==> config.mk <==
export PLATFORM = sky130hd
export DESIGN_NAME = escape_framer_with_crc_core
export DESIGN_NICKNAME = d
export VERILOG_FILES = /design/src/rtl/efc_pkg.sv /design/src/rtl/efc_fifo.sv /design/src/rtl/efc_front.sv /design/src/rtl/efc_back.sv /design/src/rtl/escape_framer_with_crc_core.sv
export SDC_FILE = /design/constraint.sdc
export NUM_CORES = 1
export LEC_CHECK = 0
export ABC_CLOCK_PERIOD_IN_PS = 6600
export BUFFER_PORTS_ARGS = -buffer_cell sky130_fd_sc_hd__buf_2
export CAP_MARGIN = 20
export CORE_UTILIZATION = 60
export CTS_CLUSTER_SIZE = 20
export DETAILED_ROUTE_END_ITERATION = 7
export PLACE_DENSITY = 0.78
export SLEW_MARGIN = 0
export SYNTH_ARGS = -nofsm -noshare
export SYNTH_HDL_FRONTEND = slang
export SYNTH_SLANG_ARGS = --single-unit
==> constraint.sdc <==
create_clock -name clock -period 6.6 [get_ports clock]
set_input_delay 1.32 -clock clock [delete_from_list [all_inputs] [get_ports clock]]
set_output_delay 1.32 -clock clock [all_outputs]
set_load 0.01 [all_outputs]
==> src/rtl/efc_pkg.sv <==
// Shared types, constants and helper functions for the escape framer.
// No dependencies; used by efc_fifo, efc_front, efc_back and the top level.
package efc_pkg;

   localparam int CRC_WIDTH = 16;
   localparam int POLY_W = 16;
   localparam logic [POLY_W-1:0] CRC_POLY_RESET = 16'h1021;

   localparam logic [7:0] PAT_START = 8'h01;
   localparam logic [7:0] PAT_END = 8'h04;
   localparam logic [7:0] PAT_ESC = 8'h1B;
   localparam logic [7:0] SUB_START = 8'h41;
   localparam logic [7:0] SUB_END = 8'h42;
   localparam logic [7:0] SUB_ESC = 8'h43;

   localparam int WIN_W = 7;
   localparam int FILL_W = 3;
   localparam int MAX_LEN = (CRC_WIDTH > 16) ? CRC_WIDTH : 16;
   localparam int LEN_W = $clog2(MAX_LEN + 1);
   localparam int CNT_W = $clog2(MAX_LEN);

   localparam int FIFO_DEPTH = 4;
   localparam int FIFO_AW = $clog2(FIFO_DEPTH);

   typedef enum logic [2:0] {
      ACT_NONE,
      ACT_BIT,
      ACT_ESC_START,
      ACT_ESC_END,
      ACT_ESC_ESC
   } act_type;

   typedef enum logic [2:0] {
      PH_START,
      PH_ACT,
      PH_FLUSH,
      PH_END,
      PH_CRC,
      PH_DONE
   } phase_type;

   typedef struct packed {
      logic start;
      act_type act;
      logic bit_val;
      logic last;
      logic [FILL_W-1:0] fill;
      logic [WIN_W-1:0] win;
      logic [CRC_WIDTH-1:0] crc;
   } cmd_type;

   typedef struct packed {
      logic full;
      logic empty;
   } fifo_status_type;

   function automatic logic [7:0] sub_code(input act_type act);
      logic [7:0] s;
      case (act)
         ACT_ESC_START: s = SUB_START;
         ACT_ESC_END: s = SUB_END;
         default: s = SUB_ESC;
      endcase
      return s;
   endfunction

   function automatic logic [LEN_W-1:0] phase_len(input cmd_type c, input phase_type ph);
      logic [LEN_W-1:0] n;
      case (ph)
         PH_START: n = c.start ? LEN_W'(8) : '0;
         PH_ACT: begin
            case (c.act)
               ACT_NONE: n = '0;
               ACT_BIT: n = LEN_W'(1);
               default: n = LEN_W'(16);
            endcase
         end
         PH_FLUSH: n = c.last ? LEN_W'(c.fill) : '0;
         PH_END: n = c.last ? LEN_W'(8) : '0;
         PH_CRC: n = c.last ? LEN_W'(CRC_WIDTH) : '0;
         default: n = '0;
      endcase
      return n;
   endfunction

   // first phase at or after from_ph that has bits to send
   function automatic phase_type first_phase(input cmd_type c, input phase_type from_ph);
      phase_type r;
      phase_type p;
      r = PH_DONE;
      for (int i = int'(PH_CRC); i >= int'(PH_START); i--) begin
         p = phase_type'(i);
         if (i >= int'(from_ph) && phase_len(c, p) != '0) begin
            r = p;
         end
      end
      return r;
   endfunction

endpackage

==> src/rtl/efc_fifo.sv <==
// Short command queue between the classifier and the bit sequencer.
// Depends on efc_pkg for the command type and depth.
module efc_fifo (
   input  logic                     clock,
   input  logic                     reset,
   input  logic                     wr_en,
   input  efc_pkg::cmd_type         wr_data,
   input  logic                     rd_en,
   output efc_pkg::cmd_type         rd_data,
   output efc_pkg::fifo_status_type status
);
   import efc_pkg::*;

   cmd_type mem_ff [FIFO_DEPTH];
   logic [FIFO_AW-1:0] wr_ptr_ff, wr_ptr_in;
   logic [FIFO_AW-1:0] rd_ptr_ff, rd_ptr_in;
   logic [FIFO_AW:0] count_ff, count_in;
   logic do_wr, do_rd;

   assign do_wr = wr_en && !status.full;
   assign do_rd = rd_en && !status.empty;

   always_comb begin
      wr_ptr_in = do_wr ? FIFO_AW'(wr_ptr_ff + 1'b1) : wr_ptr_ff;
      rd_ptr_in = do_rd ? FIFO_AW'(rd_ptr_ff + 1'b1) : rd_ptr_ff;
      count_in = count_ff;
      if (do_wr && !do_rd) begin
         count_in = count_ff + 1'b1;
      end else if (do_rd && !do_wr) begin
         count_in = count_ff - 1'b1;
      end
   end

   always_ff @(posedge clock) begin
      if (reset) begin
         wr_ptr_ff <= '0;
         rd_ptr_ff <= '0;
         count_ff <= '0;
      end else begin
         wr_ptr_ff <= wr_ptr_in;
         rd_ptr_ff <= rd_ptr_in;
         count_ff <= count_in;
      end
   end

   always_ff @(posedge clock) begin
      if (do_wr) begin
         mem_ff[wr_ptr_ff] <= wr_data;
      end
   end

   assign rd_data = mem_ff[rd_ptr_ff];
   assign status.full = (count_ff == (FIFO_AW+1)'(FIFO_DEPTH));
   assign status.empty = (count_ff == '0);

endmodule

==> src/rtl/efc_front.sv <==
// Input side: keeps window, fill, CRC and frame state, classifies each request.
// Depends on efc_pkg; pushes one command per request that produces output.
module efc_front (
   input  logic                              clock,
   input  logic                              reset,
   input  logic                              req_tvalid,
   output logic                              req_tready,
   input  logic [7:0]                        req_tdata,
   input  logic                              req_tlast,
   input  logic                              csr_we,
   input  logic [efc_pkg::POLY_W-1:0]        csr_wdata,
   input  efc_pkg::fifo_status_type          q_status,
   output logic                              q_push,
   output efc_pkg::cmd_type                  q_cmd
);
   import efc_pkg::*;

   logic [POLY_W-1:0] poly_ff;
   logic [WIN_W-1:0] win_ff, win_in;
   logic [FILL_W-1:0] fill_ff, fill_in;
   logic [CRC_WIDTH-1:0] crc_ff, crc_in;
   logic open_ff, open_in;

   logic accept;
   logic in_bit;
   logic [7:0] new_win;
   logic [FILL_W:0] fill_inc;
   logic win_full;
   logic fb;
   logic [31:0] poly_wide;
   logic [CRC_WIDTH-1:0] poly_eff;
   logic [CRC_WIDTH-1:0] crc_new;
   act_type act;
   logic [WIN_W-1:0] win_after;
   logic [FILL_W-1:0] fill_after;

   assign req_tready = !q_status.full;
   assign accept = req_tvalid && req_tready;
   assign in_bit = req_tdata[0];

   always_comb begin
      poly_wide = {{(32-POLY_W){1'b0}}, poly_ff};
      poly_eff = poly_wide[CRC_WIDTH-1:0];
      fb = crc_ff[CRC_WIDTH-1] ^ in_bit;
      crc_new = (crc_ff << 1) ^ (fb ? poly_eff : '0);

      new_win = {win_ff, in_bit};
      fill_inc = {1'b0, fill_ff} + 1'b1;
      win_full = fill_inc[FILL_W];

      act = ACT_NONE;
      win_after = new_win[WIN_W-1:0];
      fill_after = fill_inc[FILL_W-1:0];
      if (win_full) begin
         if (new_win == PAT_START) begin
            act = ACT_ESC_START;
         end else if (new_win == PAT_END) begin
            act = ACT_ESC_END;
         end else if (new_win == PAT_ESC) begin
            act = ACT_ESC_ESC;
         end else begin
            act = ACT_BIT;
         end
         // escape consumes the whole window; a plain bit keeps the newest seven
         if (act == ACT_BIT) begin
            fill_after = FILL_W'(7);
         end else begin
            win_after = '0;
            fill_after = '0;
         end
      end

      q_cmd.start = !open_ff;
      q_cmd.act = act;
      q_cmd.bit_val = new_win[7];
      q_cmd.last = req_tlast;
      q_cmd.fill = fill_after;
      q_cmd.win = win_after;
      q_cmd.crc = crc_new;
      q_push = accept && (!open_ff || win_full || req_tlast);
   end

   always_comb begin
      win_in = win_ff;
      fill_in = fill_ff;
      crc_in = crc_ff;
      open_in = open_ff;
      if (accept) begin
         if (req_tlast) begin
            win_in = '0;
            fill_in = '0;
            crc_in = '0;
            open_in = 1'b0;
         end else begin
            win_in = win_after;
            fill_in = fill_after;
            crc_in = crc_new;
            open_in = 1'b1;
         end
      end
   end

   always_ff @(posedge clock) begin
      if (reset) begin
         poly_ff <= CRC_POLY_RESET;
         win_ff <= '0;
         fill_ff <= '0;
         crc_ff <= '0;
         open_ff <= 1'b0;
      end else begin
         if (csr_we) begin
            poly_ff <= csr_wdata;
         end
         win_ff <= win_in;
         fill_ff <= fill_in;
         crc_ff <= crc_in;
         open_ff <= open_in;
      end
   end

endmodule

==> src/rtl/efc_back.sv <==
// Output side: walks the phases of the command at the queue head, one bit per cycle
// while rsp is not stalled. Depends on efc_pkg; drives the registered result stage.
module efc_back (
   input  logic                     clock,
   input  logic                     reset,
   input  efc_pkg::cmd_type         q_cmd,
   input  efc_pkg::fifo_status_type q_status,
   output logic                     q_pop,
   output logic                     rsp_tvalid,
   input  logic                     rsp_tready,
   output logic [7:0]               rsp_tdata,
   output logic                     rsp_tlast,
   output logic                     rsp_tuser
);
   import efc_pkg::*;

   phase_type ph_ff, ph_in;
   logic [CNT_W-1:0] cnt_ff, cnt_in;
   logic fresh_ff, fresh_in;
   logic valid_ff, valid_in;
   logic bit_ff, bit_in;
   logic last_ff, last_in;
   logic end_ff, end_in;

   phase_type cur_ph;
   phase_type nxt_ph;
   logic [LEN_W-1:0] cur_len;
   logic at_end;
   logic done;
   logic fire;
   logic cur_bit;
   logic [15:0] esc_pair;
   logic [CRC_WIDTH-1:0] crc_sh;
   logic [2:0] flush_idx;

   // next-state logic
   always_comb begin
      cur_ph = fresh_ff ? first_phase(q_cmd, PH_START) : ph_ff;
      cur_len = phase_len(q_cmd, cur_ph);
      at_end = (LEN_W'(cnt_ff) == LEN_W'(cur_len - 1'b1));
      nxt_ph = first_phase(q_cmd, phase_type'(cur_ph + 1'b1));
      done = at_end && (nxt_ph == PH_DONE);
      fire = !q_status.empty && (!valid_ff || rsp_tready);

      ph_in = ph_ff;
      cnt_in = cnt_ff;
      fresh_in = fresh_ff;
      if (fire) begin
         if (at_end) begin
            cnt_in = '0;
            fresh_in = done;
            ph_in = done ? PH_START : nxt_ph;
         end else begin
            cnt_in = cnt_ff + 1'b1;
            fresh_in = 1'b0;
            ph_in = cur_ph;
         end
      end
   end

   // output logic
   always_comb begin
      esc_pair = {PAT_ESC, sub_code(q_cmd.act)};
      crc_sh = q_cmd.crc << cnt_ff;
      flush_idx = 3'(q_cmd.fill - 1'b1 - cnt_ff[2:0]);
      case (cur_ph)
         PH_START: cur_bit = PAT_START[3'(3'd7 - cnt_ff[2:0])];
         PH_ACT: cur_bit = (q_cmd.act == ACT_BIT) ? q_cmd.bit_val
                                                 : esc_pair[4'(4'd15 - cnt_ff[3:0])];
         PH_FLUSH: cur_bit = (flush_idx == 3'd7) ? 1'b0 : q_cmd.win[flush_idx];
         PH_END: cur_bit = PAT_END[3'(3'd7 - cnt_ff[2:0])];
         PH_CRC: cur_bit = crc_sh[CRC_WIDTH-1];
         default: cur_bit = 1'b0;
      endcase

      q_pop = fire && done;
      valid_in = valid_ff;
      bit_in = bit_ff;
      last_in = last_ff;
      end_in = end_ff;
      if (fire) begin
         valid_in = 1'b1;
         bit_in = cur_bit;
         last_in = done;
         end_in = done && (cur_ph == PH_CRC);
      end else if (rsp_tready) begin
         valid_in = 1'b0;
      end
   end

   always_ff @(posedge clock) begin
      if (reset) begin
         ph_ff <= PH_START;
         cnt_ff <= '0;
         fresh_ff <= 1'b1;
         valid_ff <= 1'b0;
      end else begin
         ph_ff <= ph_in;
         cnt_ff <= cnt_in;
         fresh_ff <= fresh_in;
         valid_ff <= valid_in;
      end
   end

   always_ff @(posedge clock) begin
      bit_ff <= bit_in;
      last_ff <= last_in;
      end_ff <= end_in;
   end

   assign rsp_tvalid = valid_ff;
   assign rsp_tdata = {7'b0, bit_ff};
   assign rsp_tlast = last_ff;
   assign rsp_tuser = end_ff;

endmodule

==> src/rtl/escape_framer_with_crc_core.sv <==
// Channel | Dir | Handshake         | Content
// req     | in  | tvalid/tready     | tdata[0] payload bit, tlast last payload bit of frame
// rsp     | out | tvalid/tready     | tdata[0] line bit, tlast last bit of a request, tuser frame end
// csr     | in  | csr_we            | csr_wdata CRC polynomial, top bit implied
// One request is taken per cycle while the four-entry command queue has room.
// Results leave at one bit per cycle while rsp is not stalled, via a registered output stage;
// a request expands to 0..40 bits, so the sustained request rate is set by the output bit count.
// Reset is synchronous; with no clearing pass, the block is ready once reset is released.
// A stalled rsp side fills the queue, then req_tready drops.
// Top level of the escape framer; instantiates efc_front, efc_fifo and efc_back.
module escape_framer_with_crc_core (
   input  logic                       clock,
   input  logic                       reset,
   input  logic                       req_tvalid,
   output logic                       req_tready,
   input  logic [7:0]                 req_tdata,   // [0] in_bit, [7:1] zero
   input  logic                       req_tlast,   // payload_last
   output logic                       rsp_tvalid,
   input  logic                       rsp_tready,
   output logic [7:0]                 rsp_tdata,   // [0] out_bit, [7:1] zero
   output logic                       rsp_tlast,   // run_last
   output logic                       rsp_tuser,   // [0] frame_end
   input  logic                       csr_we,
   input  logic [efc_pkg::POLY_W-1:0] csr_wdata
);
   import efc_pkg::*;

   cmd_type push_cmd;
   cmd_type head_cmd;
   fifo_status_type q_status;
   logic q_push;
   logic q_pop;

   efc_front u_front (
      .clock      (clock),
      .reset      (reset),
      .req_tvalid (req_tvalid),
      .req_tready (req_tready),
      .req_tdata  (req_tdata),
      .req_tlast  (req_tlast),
      .csr_we     (csr_we),
      .csr_wdata  (csr_wdata),
      .q_status   (q_status),
      .q_push     (q_push),
      .q_cmd      (push_cmd)
   );

   efc_fifo u_fifo (
      .clock   (clock),
      .reset   (reset),
      .wr_en   (q_push),
      .wr_data (push_cmd),
      .rd_en   (q_pop),
      .rd_data (head_cmd),
      .status  (q_status)
   );

   efc_back u_back (
      .clock      (clock),
      .reset      (reset),
      .q_cmd      (head_cmd),
      .q_status   (q_status),
      .q_pop      (q_pop),
      .rsp_tvalid (rsp_tvalid),
      .rsp_tready (rsp_tready),
      .rsp_tdata  (rsp_tdata),
      .rsp_tlast  (rsp_tlast),
      .rsp_tuser  (rsp_tuser)
   );

endmodule

==> metrics.txt <==
gr usage total=24.26%; number of library cell types mapped by synthesis=65; Placer Congestion=0.8524; R2R setup slack=760 ps; reg2reg end=u_fifo.count_ff[2]; Initial Util=62.62%; CP startpoint kind=flip-flop; register area share after synthesis=61.19%; Hold-fix buffers, CTS=0; Clock Latency Late Sink=430 ps; arrival time worst endpoint=6200 ps; clock-pin slew on the worst setup and hold paths=70 ps; Max Slew Vio Count=0; worst r2r path cells=22; f_max=171.3 MHz; Mapped Cells=601; Crit path depth=22; setup tns final=0 ps; Slew @ Worst Pin=947.1 ps; Slew Limit Headroom=36.38%; Seq cells post-synth=192; CTS buffer count=17; post-synth design cell area=8424 um^2; Routed WL per cell=19.91 um; RSZ-0062 raised after global routing=false; CP max FO=28; placed instance count=782; combinational share of power=16.4%; largest stage delay on the critical path=640 ps; area growth from synthesis to final layout=10.56%; final worst path period share=88.46%; routed wire length=16250 um; EDFF count, synth=131; CTS Buffer Depth=2; Die X=120.5 um; clock net sink count=192; sw frac=27.71%; Hold Path Class=reg -> reg; initial antenna violation count=0; Rows=42; pre-CTS setup slack=907.1 ps; sw power=0.8203 mW; Fin. Hold Viols=0; Synth Area per Inst=14.02 um^2; setup repair bufs after CTS=0; pin count of the biggest net entering global routing=65; via count of the first global-routing pass=4971; first-pass GRT wire length=26280 um; H-tree Lvls=4; vias=5034; Clk pwr share=34.2%; final setup violating endpoints=0; CP endpoint kind=flip-flop; PwrDens=317.9 nW/um^2; Nets=676; met1 Track Usage GR=33.94%; Detailed Routing Iterations Pass 1=5; CP max stage cell=mux4_2; Pint=2.140 mW; # fillers=882; clock skew=6.690 ps; fin crit period=5838 ps; Residual DRC=0; Critical Path Sink=u_fifo.count_ff[2]; DIE HEIGHT=120.5 um; crit-path cells=buf_4 -> mux4_2 -> nor3_2 -> o31a_1 -> nor2_1 -> inv_1 -> ha_1 -> nand2_1 -> nor2_1 -> nor2_1 -> ha_1 -> xnor2_1 -> a21oi_1 -> nand4_4 -> nor4_4 -> inv_1 -> ha_1 -> inv_1 -> fa_1 -> xor2_1 -> or3_1 -> a21oi_1; Congestion Overflow GR=0; WS Path Type=reg -> reg; Most Used Layer, Global Route=met2; Iter 0 DRT Violations=469; PnR worst setup slack=761.9 ps; M3 GR Usage=5.660%; met2 Resource Use GR=38.04%; post-DP HPWL=10340 um; top cell type's share of synthesized area=46.70%; synth warn=0; fin cells=816; share of layout cells above drive strength 1=19.22%; synth top area cells=edfxtp_1 (47%), dfxtp_1 (14%), mux4_2 (10%); VDD IR max=0.2145 mV; Crit path max-delay family=simple AND/OR/NAND/NOR gates; Ports=42; cell taking the most area after synthesis=edfxtp_1; crit path buf inv count=4; post-route ant nets=0; CTS tree=yes; DR vias/cell=6.169; Ant. Diodes=0; ys async rst share=0%; core footprint=13450 um^2; CTS-repair resized insts=0; Pleak=3.278 nW; MaxCap Viol Count=0; die area=14520 um^2; CTS Root Cell=clkbuf_16; ys flop type=edfxtp_1; Flop pwr share=49.4%; count leader, synth=edfxtp_1; status=completed; Worst EP required=6960 ps; PortBufs=27; Commonest cells post-synth=edfxtp_1 (131), dfxtp_1 (61), nor2_1 (54), mux4_2 (38), nand2_1 (32)
[cell families (layout without fill, tap and decap cells)]
logic type	Yosys count	in the layout	synth area share, %
DFF	192	192	61.19
and+or+nand+nor	162	162	10.08
AOI/OAI and AO/OA	79	79	6.461
muxes	60	60	12.86
buffers and inverters	57	90	3.134
xor gates and xnor gates	31	31	3.223
adders and majority gates	19	19	3.000
other	1	7	0.04451
[stage by stage]
| step | utilization [%] | total power [mW] | hold slack, ps | cell area (um^2) |
|---|---|---|---|---|
| global placement | 64.48 | 1.933 | 449.5 | 8675 |
| CTS | 69.03 | 2.976 | 470.7 | 9286 |
| floorplan | - | 1.828 | 452.3 | 8447 |
| detailed placement | 64.54 | 1.960 | 459.6 | 8682 |
| finish | 69.23 | 2.961 | 466.3 | 9314 |
| global route | 69.23 | 3.079 | 497.4 | 9314 |
[sequential cells by signal (all words and copies together) (netlist names), named ones only]
name,cells
u_front.poly_eff,16
u_front.crc_ff,16
u_front.fill_ff,3
u_fifo.rd_ptr_ff,2
u_back.rsp_tvalid,1
u_back.rsp_tuser,1
u_back.rsp_tlast,1
u_front.win_ff,7
u_back.fresh_ff,1
u_front.open_ff,1
u_back.ph_ff,3
u_back.cnt_ff,4
u_fifo.count_ff,3
u_fifo.wr_ptr_ff,2
u_fifo.mem_ff,128
u_back.bit_ff,1
[power groups by stage]
| stage | clock (mW) | sequential (mW) | combinational (mW) |
|---|---|---|---|
| 6_report | 1.01 | 1.46 | 0.485 |
| 4_1_cts | 1.03 | 1.46 | 0.485 |
| 3_3_place_gp | 0 | 1.48 | 0.457 |
| 2_1_floorplan | 0 | 1.46 | 0.370 |
| 5_1_grt | 1.08 | 1.47 | 0.530 |
| 3_5_place_dp | 0 | 1.49 | 0.474 |
[worst reg2reg max path, stage by stage, from the launching register on]
cell and delay, ps:
dfxtp_2 430, buf_4 500, mux4_2 650, nor3_2 360, o31a_1 240, nor2_1 130
inv_1 160, ha_1 270, nand2_1 150, nor2_1 220, nor2_1 90, ha_1 310
xnor2_1 160, a21oi_1 290, nand4_4 200, nor4_4 370, inv_1 150, ha_1 250
inv_1 90, fa_1 190, xor2_1 80, or3_1 320, a21oi_1 140
[worst min path at each step]
stage / start / cells after the start / slack [ps] / end
final: u_back.rsp_tvalid / 2 / 470 / u_back.rsp_tvalid
after global routing: u_back.rsp_tvalid / 2 / 500 / u_back.rsp_tvalid
after CTS: u_back.rsp_tvalid / 2 / 470 / u_back.rsp_tvalid
after detailed placement: u_back.rsp_tvalid / 2 / 460 / u_back.rsp_tvalid
after global placement: u_back.rsp_tvalid / 2 / 450 / u_back.rsp_tvalid
after floorplan: u_front.win_ff[4] / 2 / 450 / u_front.win_ff[4]
[layout by cell type (no fill, tap or decap), types with 4 or more instances in the layout]
master	synthesis	final
a211o_1	4	4
nand3_1	10	10
and3_1	4	4
nor3_1	11	11
edfxtp_1	131	131
nor2b_1	9	9
ha_1	17	17
nand2_1	32	32
clkinv_8	0	4
a21oi_1	17	17
and2_1	10	10
xnor2_1	24	24
mux4_2	38	38
or3_1	6	6
a22oi_1	19	19
nor2_1	54	54
buf_2	4	27
o21ai_0	9	9
xor2_1	7	7
o31ai_1	4	4
buf_4	8	10
conb_1	1	7
mux2i_1	16	16
a31oi_1	4	4
inv_1	18	18
clkbuf_16	0	17
dfxtp_1	61	60
[cell type report]
type / instances / area (um^2) / share of cell area, %
flip-flops and latches: 192 / 5156 / 55.36
multi-input cells: 358 / 3028 / 32.51
clock buffers: 17 / 425.4 / 4.567
repair buffers: 38 / 230.2 / 2.472
well taps: 176 / 220.2 / 2.364
clock inverters: 15 / 178.9 / 1.921
inverters: 20 / 75.07 / 0.8060
[metal layers]
layer	share of wire, %	vias up
li1	-	2295
met5	0	-
met2	48	164
met1	46	2559
met4	1.2	0
met3	5.2	16
No activity file was read; power rests on OpenSTA's default activity.
